## config.mk

```make
export PLATFORM = sky130hd
export DESIGN_NAME = link_throughput_meter
export DESIGN_NICKNAME = d
export VERILOG_FILES = /design/src/design/lth_pkg.sv /design/src/design/link_throughput_meter.sv /design/src/design/lth_div.sv /design/src/design/lth_datapath.sv /design/src/design/lth_ctrl.sv
export SDC_FILE = /design/constraint.sdc
export NUM_CORES = 2
export LEC_CHECK = 0
export ABC_AREA = 1
export BUFFER_PORTS_ARGS = -buffer_cell sky130_fd_sc_hd__buf_2
export CAP_MARGIN = 40
export CORE_ASPECT_RATIO = 2
export CORE_UTILIZATION = 63
export DETAILED_ROUTE_END_ITERATION = 8
export GPL_TIMING_DRIVEN = 0
export HOLD_SLACK_MARGIN = 0.12
export PLACE_DENSITY = 0.81
export SLEW_MARGIN = 20
export SYNTH_ARGS = -nofsm -noshare
export SYNTH_HDL_FRONTEND = slang
export SYNTH_HIERARCHICAL = 1
export SYNTH_SLANG_ARGS = --single-unit
```

## constraint.sdc

```tcl
create_clock -name clk -period 16.59 [get_ports clk]
set_clock_uncertainty 0.2 [all_clocks]
set_input_delay 0 -clock clk [delete_from_list [all_inputs] [get_ports clk]]
set_output_delay 0 -clock clk [all_outputs]
set_load 0.03 [all_outputs]
```

## src/design/lth_pkg.sv

```systemverilog
// Shared types and constants for the link throughput meter.
// Used by every module of the block; depends on nothing else.
package lth_pkg;

  // Field widths.
  localparam int COUNT_W = 20;
  localparam int TIME_W  = 32;
  localparam int RATE_W  = 32;
  localparam int TOTAL_W = 64;
  localparam int HEAD_W  = 16;
  localparam int CFG_W   = 32;
  localparam int CFG_IDX_W = 2;

  // Rates are fixed point with this many fraction bits.
  localparam int RATE_FRAC_BITS = 16;
  // Bytes to bits (x8) plus the fraction scaling.
  localparam int DERIVE_SHIFT = 3 + RATE_FRAC_BITS;

  localparam logic [RATE_W-1:0] RATE_MAX = '1;

  // Headroom is Q8.8; small values are replaced by 1.25.
  localparam int HEADROOM_MIN     = 269;
  localparam int HEADROOM_DEFAULT = 320;
  localparam int LINK_SHIFT       = 8;
  localparam int PROD_W           = RATE_W + HEAD_W;

  localparam int WINDOW_DEFAULT = 200000;

  // Exponential average: (17*old + 3*new + 10) / 20.
  localparam int EMA_OLD  = 17;
  localparam int EMA_NEW  = 3;
  localparam int EMA_BIAS = 10;
  localparam int EMA_DEN  = 20;
  localparam int EMA_W    = RATE_W + 5;

  // The divide by 20 is a shift by two followed by a multiply with the
  // reciprocal of 5: floor(y / 5) = floor(y * EMA_RECIP / 2^EMA_RECIP_SHIFT)
  // holds for every y below 2^35. The multiply is split in two halves.
  localparam int EMA_Y_W         = EMA_W - 2;
  localparam int EMA_RECIP_W     = 36;
  localparam logic [EMA_RECIP_W-1:0] EMA_RECIP = 36'hC_CCCC_CCCD;
  localparam int EMA_RECIP_SHIFT = 38;
  localparam int EMA_SPLIT       = 18;
  localparam logic [EMA_SPLIT-1:0] EMA_RECIP_LO = EMA_RECIP[EMA_SPLIT-1:0];
  localparam logic [EMA_RECIP_W-EMA_SPLIT-1:0] EMA_RECIP_HI =
    EMA_RECIP[EMA_RECIP_W-1:EMA_SPLIT];
  localparam int EMA_PART_W      = EMA_Y_W + EMA_SPLIT;
  localparam int EMA_FULL_W      = EMA_Y_W + EMA_RECIP_W;

  // Divider produces one quotient bit per cycle.
  localparam int DIV_STEPS = RATE_W;
  localparam int DIV_CNT_W = $clog2(DIV_STEPS);

  // Configuration register indexes.
  localparam logic [CFG_IDX_W-1:0] CFG_CONSUMPTION = 2'd0;
  localparam logic [CFG_IDX_W-1:0] CFG_HEADROOM    = 2'd1;
  localparam logic [CFG_IDX_W-1:0] CFG_WINDOW      = 2'd2;

  typedef struct packed {
    logic [COUNT_W-1:0] byte_count;
    logic [TIME_W-1:0]  timestamp;
    logic [RATE_W-1:0]  given_rate;
  } item_t;

  typedef struct packed {
    logic [TOTAL_W-1:0] total_bytes;
    logic [RATE_W-1:0]  rate_now;
    logic [RATE_W-1:0]  rate_average;
    logic               link_ok;
  } result_t;

  typedef struct packed {
    logic     load;
    logic     mark_win;
    logic     set_sat;
    logic     div_start;
    logic     take_rate;
    logic     commit_cur;
    logic     seed_avg;
    logic     avg_load;
    logic     avg_mul;
    logic     take_avg;
    logic     load_prod;
    logic     load_out;
  } dp_cmd_t;

  typedef struct packed {
    logic derive;
    logic win_open;
    logic dt_ok;
    logic sat;
    logic div_done;
    logic rate_nz;
    logic avg_zero;
    logic out_free;
  } dp_status_t;

endpackage

```

## src/design/link_throughput_meter.sv

```systemverilog
// Top level of the link throughput meter; instantiates lth_ctrl and
// lth_datapath and uses the types of lth_pkg.
//
// One result follows every item transfer. An item passes from its transfer
// through the decide, update, product and output states to the loading of its
// result register when no rate is derived and no average is blended. A rate
// derived from a closed window adds a wait on the bit-serial divider, and an
// average update adds the low and high halves of the reciprocal multiply that
// stands in for the divide by 20. The divider delivers one quotient bit a cycle
// and is the only long multi-cycle unit. A new item is taken as soon as the
// previous one has reached the result register, even while that result still
// waits to be taken. Configuration writes land at once and should be made only
// while no item is in flight.
module link_throughput_meter
  import lth_pkg::*;
(
  input  logic                 clk,
  input  logic                 rst,
  input  logic                 cfg_write,
  input  logic [CFG_IDX_W-1:0] cfg_index,
  input  logic [CFG_W-1:0]     cfg_data,
  input  logic                 item_valid,
  output logic                 item_ready,
  input  item_t                item,
  output logic                 result_valid,
  input  logic                 result_ready,
  output result_t              result
);

  dp_cmd_t    cmd;
  dp_status_t status;

  // The controller sequences window handling, the rate division, the
  // average update and the link check; the datapath holds all meter state and
  // arithmetic.
  lth_ctrl u_ctrl (
    .clk        (clk),
    .rst        (rst),
    .item_valid (item_valid),
    .item_ready (item_ready),
    .status     (status),
    .cmd        (cmd)
  );

  lth_datapath u_dp (
    .clk          (clk),
    .rst          (rst),
    .cfg_write    (cfg_write),
    .cfg_index    (cfg_index),
    .cfg_data     (cfg_data),
    .item         (item),
    .cmd          (cmd),
    .status       (status),
    .result_valid (result_valid),
    .result_ready (result_ready),
    .result       (result)
  );

endmodule

```

## src/design/lth_div.sv

```systemverilog
// Restoring divider, one quotient bit per cycle, for the throughput meter.
// Depends on lth_pkg for widths.
module lth_div
  import lth_pkg::*;
(
  input  logic              clk,
  input  logic              rst,
  input  logic              start,
  input  logic [RATE_W-1:0] num_hi,
  input  logic [RATE_W-1:0] num_lo,
  input  logic [RATE_W-1:0] divisor,
  output logic              done,
  output logic [RATE_W-1:0] quotient
);

  logic                 busy;
  logic [DIV_CNT_W-1:0] cnt;
  logic [RATE_W-1:0]    rem;
  logic [RATE_W-1:0]    acc;
  logic [RATE_W-1:0]    dvs;

  logic [RATE_W:0]   trial;
  logic [RATE_W:0]   diff;
  logic              ge;
  logic [RATE_W-1:0] rem_next;

  // The upper half of the numerator is always below the divisor, so the
  // quotient fits in one word and the remainder never outgrows it.
  always_comb begin
    trial    = {rem, acc[RATE_W-1]};
    diff     = trial - {1'b0, dvs};
    ge       = (trial >= {1'b0, dvs});
    rem_next = ge ? diff[RATE_W-1:0] : trial[RATE_W-1:0];
  end

  always_ff @(posedge clk) begin
    if (rst) begin
      busy <= 1'b0;
      done <= 1'b0;
      cnt  <= '0;
    end else begin
      done <= 1'b0;
      if (start) begin
        busy <= 1'b1;
        cnt  <= '0;
        rem  <= num_hi;
        acc  <= num_lo;
        dvs  <= divisor;
      end else if (busy) begin
        rem <= rem_next;
        acc <= {acc[RATE_W-2:0], ge};
        cnt <= cnt + 1'b1;
        if (cnt == DIV_CNT_W'(DIV_STEPS - 1)) begin
          busy <= 1'b0;
          done <= 1'b1;
        end
      end
    end
  end

  assign quotient = acc;

endmodule

```

## src/design/lth_datapath.sv

```systemverilog
// Datapath of the throughput meter: configuration, meter state, the rate
// divider, the average multiplier, the link check and the result register.
// Depends on lth_pkg, lth_div.
module lth_datapath
  import lth_pkg::*;
(
  input  logic                 clk,
  input  logic                 rst,
  input  logic                 cfg_write,
  input  logic [CFG_IDX_W-1:0] cfg_index,
  input  logic [CFG_W-1:0]     cfg_data,
  input  item_t                item,
  input  dp_cmd_t              cmd,
  output dp_status_t           status,
  output logic                 result_valid,
  input  logic                 result_ready,
  output result_t              result
);

  logic [RATE_W-1:0]  consumption;
  logic [HEAD_W-1:0]  headroom;
  logic [TIME_W-1:0]  window;

  logic [TOTAL_W-1:0] byte_total;
  logic [TIME_W-1:0]  win_time;
  logic [TOTAL_W-1:0] win_bytes;
  logic [RATE_W-1:0]  cur_rate;
  logic [RATE_W-1:0]  avg_rate;

  logic [COUNT_W-1:0] n_reg;
  logic [TIME_W-1:0]  now_reg;
  logic [RATE_W-1:0]  rate_reg;
  logic [PROD_W-1:0]  prod;

  logic [TIME_W-1:0]  need;
  logic [TIME_W-1:0]  dt;
  logic [TOTAL_W-1:0] db;
  logic [TOTAL_W-1:0] db_hi;
  logic [TOTAL_W-1:0] db_sh;
  logic [EMA_W-1:0]   ema_sum;
  logic [HEAD_W-1:0]  head_eff;
  logic [PROD_W-1:0]  avg_sh;
  logic               link;

  logic [EMA_Y_W-1:0]    ema_y;
  logic [EMA_PART_W-1:0] ema_part;
  logic [EMA_PART_W-1:0] ema_hi;
  logic [EMA_FULL_W-1:0] ema_full;

  logic [RATE_W-1:0]  div_hi;
  logic [RATE_W-1:0]  div_lo;
  logic [RATE_W-1:0]  div_dvs;
  logic               div_done;
  logic [RATE_W-1:0]  quotient;

  always_comb begin
    need  = (window == '0) ? TIME_W'(1) : window;
    dt    = now_reg - win_time;
    db    = byte_total - win_bytes;
    db_hi = db >> (RATE_W - DERIVE_SHIFT);
    db_sh = db << DERIVE_SHIFT;
    ema_sum = EMA_W'(EMA_OLD) * EMA_W'(avg_rate) + EMA_W'(EMA_NEW) * EMA_W'(rate_reg)
            + EMA_W'(EMA_BIAS);
    // Upper half of the reciprocal product, added to the registered lower half.
    ema_hi   = EMA_PART_W'(ema_y) * EMA_PART_W'(EMA_RECIP_HI);
    ema_full = EMA_FULL_W'(ema_part) + {ema_hi, {EMA_SPLIT{1'b0}}};
    head_eff = (headroom < HEAD_W'(HEADROOM_MIN)) ? HEAD_W'(HEADROOM_DEFAULT) : headroom;
    avg_sh   = PROD_W'(avg_rate) << LINK_SHIFT;
    link     = (consumption == '0) || (avg_sh >= prod);

    div_hi  = db_hi[RATE_W-1:0];
    div_lo  = db_sh[RATE_W-1:0];
    div_dvs = dt;

    status.derive   = (rate_reg == '0) && (n_reg != '0);
    status.win_open = (win_time != '0);
    status.dt_ok    = (dt >= need);
    status.sat      = (db_hi >= TOTAL_W'(dt));
    status.div_done = div_done;
    status.rate_nz  = (rate_reg != '0);
    status.avg_zero = (avg_rate == '0);
    status.out_free = !result_valid || result_ready;
  end

  lth_div u_div (
    .clk      (clk),
    .rst      (rst),
    .start    (cmd.div_start),
    .num_hi   (div_hi),
    .num_lo   (div_lo),
    .divisor  (div_dvs),
    .done     (div_done),
    .quotient (quotient)
  );

  // Configuration and meter state.
  always_ff @(posedge clk) begin
    if (rst) begin
      consumption <= '0;
      headroom    <= HEAD_W'(HEADROOM_DEFAULT);
      window      <= TIME_W'(WINDOW_DEFAULT);
      byte_total  <= '0;
      win_time    <= '0;
      win_bytes   <= '0;
      cur_rate    <= '0;
      avg_rate    <= '0;
    end else begin
      if (cfg_write) begin
        case (cfg_index)
          CFG_CONSUMPTION: consumption <= cfg_data[RATE_W-1:0];
          CFG_HEADROOM:    headroom    <= cfg_data[HEAD_W-1:0];
          CFG_WINDOW:      window      <= cfg_data[TIME_W-1:0];
          default: ;
        endcase
      end
      if (cmd.load) begin
        byte_total <= byte_total + TOTAL_W'(item.byte_count);
      end
      if (cmd.mark_win) begin
        win_time  <= now_reg;
        win_bytes <= byte_total;
      end
      if (cmd.commit_cur) begin
        cur_rate <= rate_reg;
      end
      if (cmd.seed_avg) begin
        avg_rate <= rate_reg;
      end else if (cmd.take_avg) begin
        avg_rate <= ema_full[EMA_RECIP_SHIFT+RATE_W-1:EMA_RECIP_SHIFT];
      end
    end
  end

  // Working copy of the item, the average product and the link product.
  always_ff @(posedge clk) begin
    if (cmd.load) begin
      n_reg    <= item.byte_count;
      now_reg  <= item.timestamp;
      rate_reg <= item.given_rate;
    end else if (cmd.set_sat) begin
      rate_reg <= RATE_MAX;
    end else if (cmd.take_rate) begin
      rate_reg <= quotient;
    end
    if (cmd.avg_load) begin
      ema_y <= ema_sum[EMA_W-1:2];
    end
    if (cmd.avg_mul) begin
      ema_part <= EMA_PART_W'(ema_y) * EMA_PART_W'(EMA_RECIP_LO);
    end
    if (cmd.load_prod) begin
      prod <= PROD_W'(consumption) * PROD_W'(head_eff);
    end
  end

  // Result register.
  always_ff @(posedge clk) begin
    if (rst) begin
      result_valid <= 1'b0;
    end else if (cmd.load_out) begin
      result_valid <= 1'b1;
    end else if (result_ready) begin
      result_valid <= 1'b0;
    end
  end

  always_ff @(posedge clk) begin
    if (cmd.load_out) begin
      result.total_bytes  <= byte_total;
      result.rate_now     <= cur_rate;
      result.rate_average <= avg_rate;
      result.link_ok      <= link;
    end
  end

endmodule

```

## src/design/lth_ctrl.sv

```systemverilog
// Sequencing state machine of the throughput meter.
// Depends on lth_pkg for the command and status structs.
module lth_ctrl
  import lth_pkg::*;
(
  input  logic       clk,
  input  logic       rst,
  input  logic       item_valid,
  output logic       item_ready,
  input  dp_status_t status,
  output dp_cmd_t    cmd
);

  typedef enum logic [2:0] {
    S_IDLE,
    S_DECIDE,
    S_DIV_RATE,
    S_UPDATE,
    S_AVG_LO,
    S_AVG_HI,
    S_PROD,
    S_OUT
  } state_t;

  state_t state;
  state_t state_next;

  assign item_ready = (state == S_IDLE);

  always_comb begin
    cmd        = '0;
    state_next = state;
    case (state)
      S_IDLE: begin
        if (item_valid) begin
          cmd.load   = 1'b1;
          state_next = S_DECIDE;
        end
      end
      S_DECIDE: begin
        state_next = S_UPDATE;
        if (status.derive) begin
          if (!status.win_open) begin
            cmd.mark_win = 1'b1;
          end else if (status.dt_ok) begin
            cmd.mark_win = 1'b1;
            if (status.sat) begin
              cmd.set_sat = 1'b1;
            end else begin
              cmd.div_start = 1'b1;
              state_next    = S_DIV_RATE;
            end
          end
        end
      end
      S_DIV_RATE: begin
        if (status.div_done) begin
          cmd.take_rate = 1'b1;
          state_next    = S_UPDATE;
        end
      end
      S_UPDATE: begin
        state_next = S_PROD;
        if (status.rate_nz) begin
          cmd.commit_cur = 1'b1;
          if (status.avg_zero) begin
            cmd.seed_avg = 1'b1;
          end else begin
            cmd.avg_load = 1'b1;
            state_next   = S_AVG_LO;
          end
        end
      end
      S_AVG_LO: begin
        cmd.avg_mul = 1'b1;
        state_next  = S_AVG_HI;
      end
      S_AVG_HI: begin
        cmd.take_avg = 1'b1;
        state_next   = S_PROD;
      end
      S_PROD: begin
        cmd.load_prod = 1'b1;
        state_next    = S_OUT;
      end
      S_OUT: begin
        if (status.out_free) begin
          cmd.load_out = 1'b1;
          state_next   = S_IDLE;
        end
      end
      default: begin
        state_next = S_IDLE;
      end
    endcase
  end

  always_ff @(posedge clk) begin
    if (rst) begin
      state <= S_IDLE;
    end else begin
      state <= state_next;
    end
  end

endmodule

```

==> results of run 1 <==
==> through the flow <==
stage	worst slack, ns	cells	hold WS [ns]
3_3_place_gp	7.134	12020	-0.02298
2_1_floorplan	9.466	10090	-0.1303
4_1_cts	7.251	12480	0.1248
3_5_place_dp	7.348	12080	-0.02190
==> layer usage <==
metal / track usage / GRT overflow
met2: 0.9228 / 234
met1: 0.6604 / 1
met3: 0.4981 / 5
met4: 0.7774 / 156
met5: 0.1865 / 4
==> cell usage after synthesis (22+ instances only) <==
library cell,number,area share
inv_2,33,0.0016
edfxtp_1,425,0.16
nor4_1,64,0.0050
nand3b_1,32,0.0030
nand2_1,2011,0.095
fa_1,812,0.20
nand3_2,22,0.0028
nor2_1,721,0.034
o21a_1,24,0.0023
ha_1,779,0.12
xor2_1,176,0.019
nor3_1,93,0.0058
a21o_1,28,0.0026
xnor2_1,92,0.010
nor2_2,33,0.0026
o21bai_1,26,0.0025
o21ai_0,509,0.032
a21oi_1,688,0.043
dfxtp_1,315,0.079
inv_1,2354,0.11
a31oi_1,69,0.0054
nand2_2,34,0.0027
nand4_1,93,0.0073
clkbuf_1,174,0.0082
nand3_1,246,0.015
==> logic make-up after synthesis <==
family	after synthesis
AOI/OAI and AO/OA	1462
xor gates and xnor gates	268
adders and majority gates	1591
buffers and inverters	2614
DFF	740
other	1
and+or+nand+nor	3400
==> results.md, run 1 <==
- Root Buffer Master: clkbuf_16
- Htree depth: 3
- Post-synthesis mux area share: 0
- Combinational family with the most area after synthesis: adder cells
- Placed cell area: approximately 84000 µm²
- Post-synth EDFFs: 425
- Synth async-reset ratio: 0
- Post-CTS sizing: 0
- Stopped at: global routing (5_1_grt)
- I/O pin count: roughly 250
- Synth Area in Simple Gates: 0.1796
- Cells after Synth: between 10000 and 15000
- CTS max path bufs: 3
- Post-synthesis xor/xnor area fraction: 0.02948
- Yosys cell types: 69
- Hold_buf cts: roughly 270
- CTS buffer count: 69
- First-pass GRT wire length: ~660000 µm
- Status: did not finish
- Starting Density: 0.6345
- Post-synthesis register bit count: 740
- Synth Flop Type: edfxtp_1
- All-Layer GR Usage: 0.7042
- Port bufs: approximately 250
- Total clock sinks: 740
- Num rows: roughly 180
- Compound-cell area share of the yosys netlist: 0.09950
- Mapped Avg Cell Area: between 7 and 8 µm²
- Stop err: [ERROR GRT-0116] Global routing finished with congestion. Check the congestion regions in the DRC Viewer.
- Die X: about 250 µm
- Synth warn: 6
- Post-Synth Adder-Cell Area: 0.3266
- Vias in the first global route: ~90000
- Post-Syn Area: 79610 µm²
- Total grt overflow: 400
- Largest net degree at the start of global routing: 43
- GPL Wtd Cong: 1.183
- Setup Buffers After CTS: 0
- Post-synthesis sequential area ratio: 0.2395
- Post-DP HPWL: between 200000 and 300000 µm
- Die Height: roughly 500 µm
==> run 2, diff against run 1 <==
Settings changed: CORE_ASPECT_RATIO 2 to unset, CORE_UTILIZATION 63 to 40, HOLD_SLACK_MARGIN 0.12 to unset, PLACE_DENSITY 0.81 to unset, PLACE_DENSITY_LB_ADDON set to 0.15.
==> run 2 against run 1 <==
  * The run now ends clean
  * Synthesized area did not move
  * Synthesized cell count did not move
==> results.md, run 2 <==
- Worst-Margin Slew: about 0.96 ns
- Fin crit share: 0.5603
- Core area: 197600 µm²
- Setup Buffers After CTS: 0
- Num rows: roughly 160
- Initial antenna violation count: 5
- CTS tree: done
- Cells after Synth: between 10000 and 15000
- Final ANT Viol Nets: 0
- Required time worst endpoint: roughly 17 ns
- Fin Setup TNS: 0 ns
- CTS max path bufs: 3
- Startpoint types: register
- Worst skew pair latency: 0.77 ns
- Max frequency: ~110 MHz
- Residual DRC: 0
- Mapped Avg Cell Area: 7.901 µm²
- Largest regs: u_dp/result: 129 flops, u_dp/byte_total: 64 flops, u_dp/win_bytes: 64 flops
- Synth Flop Type: edfxtp_1
- # setup viols final: 0
- Commonest non-fill, non-tap cell in the layout: inv_1
- Synth top area cells: fa_1, edfxtp_1, ha_1, inv_1, nand2_1
- Tmin final: a little over 9 ns
- Slew HR: 0.3535
- Post-synth EDFFs: around 430
- Worst Path Max Fanout: 10
- Synth async-reset ratio: 0
- Status: finished, final reports clean
- Vias per Instance: about 5.1
- Reg2Reg Setup Slack: 7.29 ns
- Post-Syn Area: ~80000 µm²
- Worst R2R End: u_dp/prod[41]$_DFFE_PP_
- Total clock sinks: 740
- Root Buffer Master: clkbuf_16
- Clock Pin Slew Worst Setup and Hold Paths: 0.06 ns
- Slowest-stage cell, CP: fa_1
- Worst Setup End Kind: register
- Top-area cell type share of the netlist area: 0.2042
- Pre-antenna DRT Iters: 8
- First-pass GRT wire length: 431700 µm
- CTS buffer count: 86
- Hold Crit Depth: 4
- RSZ-0062 raised after global routing: no
- Final Hold Vio Count: 0
- Dominant cell type by area after synthesis: fa_1
- Post-synth top cells: inv_1, nand2_1, fa_1
- Post-synthesis register bit count: 740
- Port bufs: about 250
- I/O pin count: between 200 and 300
- Post-synthesis sequential area ratio: 0.2395
- Die Height: between 400 and 500 µm
- Starting Density: 0.4029
- CP Data Arrival Time: between 9 and 10 ns
- Die X: approximately 450 µm
- Slowest stage delay, CP: ~0.68 ns
- GPL Wtd Cong: 1.002
- Total grt overflow: 0
- Vias in the first global route: approximately 70000
- Yosys cell types: a little under 70
- Final WL: between 200000 and 300000 µm
- All-Layer GR Usage: 0.2876
- Most frequent cell after synthesis: inv_1
- Hold wc startpoint: item[21]
- Worst min-delay path class: in2reg
- Worst Hold Path EP: u_dp/rate_reg[21]$_DFFE_PP_
- Wire length per cell: approximately 21 µm
- Most frequent cells in the layout: inv_1, nand2_1, fa_1
- Via count: approximately 69000
- Iteration-0 DRC Markers: 5046
- Post-DP HPWL: around 250000 µm
- Synth warn: 6
- Final Slew Violations: 0
- Htree depth: 3
- Fraction of layout cells with a size suffix above 1: 0.06079
- Largest net degree at the start of global routing: 40
- Layout overhead on the synthesized area: 13.59%
- R2R Path Start: u_dp/headroom[9]$_SDFFE_PP0P_
- MaxCap Viol Count: 0
- WS Path Type: reg2reg
- # nets final: between 10000 and 15000
- Reg2Reg Depth: 31
- Largest register FFs: roughly 130
- Biggest register: u_dp/result
- Die Area: ~200000 µm²
-- run 2: cell counts after synthesis --
No cell type changed its count.
-- run 2: stage by stage --
stage / hold WS (ns) / util / setup slack (ns) / instances / instance area (µm²)
2_1_floorplan: -0.1303 / - / 9.466 / 10090 / 79680
3_5_place_dp: -0.02191 / 0.4292 / 7.374 / 13030 / 84820
5_1_grt: 0.03445 / 0.4576 / 7.096 / 13450 / 90430
4_1_cts: 0.002950 / 0.4573 / 7.415 / 13440 / 90380
3_3_place_gp: -0.02366 / 0.4263 / 7.114 / 12990 / 84250
6_report: 0.04465 / 0.4576 / 7.294 / 13450 / 90430
-- run 2: kinds of logic after synthesis --
logic type / Yosys count / synth area share
flops: 740 / 0.2395
other cells: 1 / 0.00004710
xor+xnor: 268 / 0.02948
buf+inv: 2614 / 0.1253
fa+ha+maj: 1591 / 0.3266
compound gates: 1462 / 0.09950
simple gates: 3400 / 0.1796
-- run 2: final cells by class --
| class | instances | area [µm²] |
|---|---|---|
| repair buffers | 552 | 4332 |
| flip-flops and latches | 740 | 19070 |
| plain buffers | 218 | 982.2 |
| multi-input cells | 6740 | 50680 |
| diodes | 1 | 2.502 |
| inverters | 2396 | 8996 |
| fillers | 19870 | 107200 |
| well taps | 2640 | 3303 |
| clock buffers | 111 | 2357 |
| clock inverters | 51 | 708.2 |
-- run 2: worst max-delay path by stage --
stage	start	endpoint	slack (ns)
after floorplan	u_dp/headroom[15]$_SDFFE_PP0P_	u_dp/prod[38]$_DFFE_PP_	9.47
after global placement	u_dp/headroom[12]$_SDFFE_PP0P_	u_dp/prod[41]$_DFFE_PP_	7.11
after global routing	u_dp/headroom[12]$_SDFFE_PP0P_	u_dp/prod[41]$_DFFE_PP_	7.10
after detailed placement	u_dp/headroom[12]$_SDFFE_PP0P_	u_dp/prod[41]$_DFFE_PP_	7.37
after CTS	u_dp/headroom[12]$_SDFFE_PP0P_	u_dp/prod[41]$_DFFE_PP_	7.41
final	u_dp/headroom[9]$_SDFFE_PP0P_	u_dp/prod[41]$_DFFE_PP_	7.29
-- run 2: worst max-delay path, delay by kind of cell, from the launching register on --
kind / cells / cell delay, ns
simple gates: 4 / 0.66
flops: 1 / 0.31
xor+xnor: 1 / 0.09
compound gates: 9 / 1.93
fa+ha+maj: 7 / 3.69
buf+inv: 10 / 2.16
-- run 2: repair_timing --
action                     CTS  global route
setup endpoints to repair    0             0
hold endpoints to repair   269             0
resized for setup            0             0
hold buffers               249             0
-- run 2: per-layer routing --
metal | routed length [µm] | GRT usage | share of wire
met5 | 13 | 0 | 0.000045
met4 | 15800 | 0.1446 | 0.055
met2 | 136600 | 0.4836 | 0.47
met1 | 120100 | 0.3602 | 0.42
met3 | 16400 | 0.03990 | 0.057
Power of run 2 is left out: the tool's default activity adds up to more than one toggle a clock period on the data nets, which glitch-free logic cannot reach.
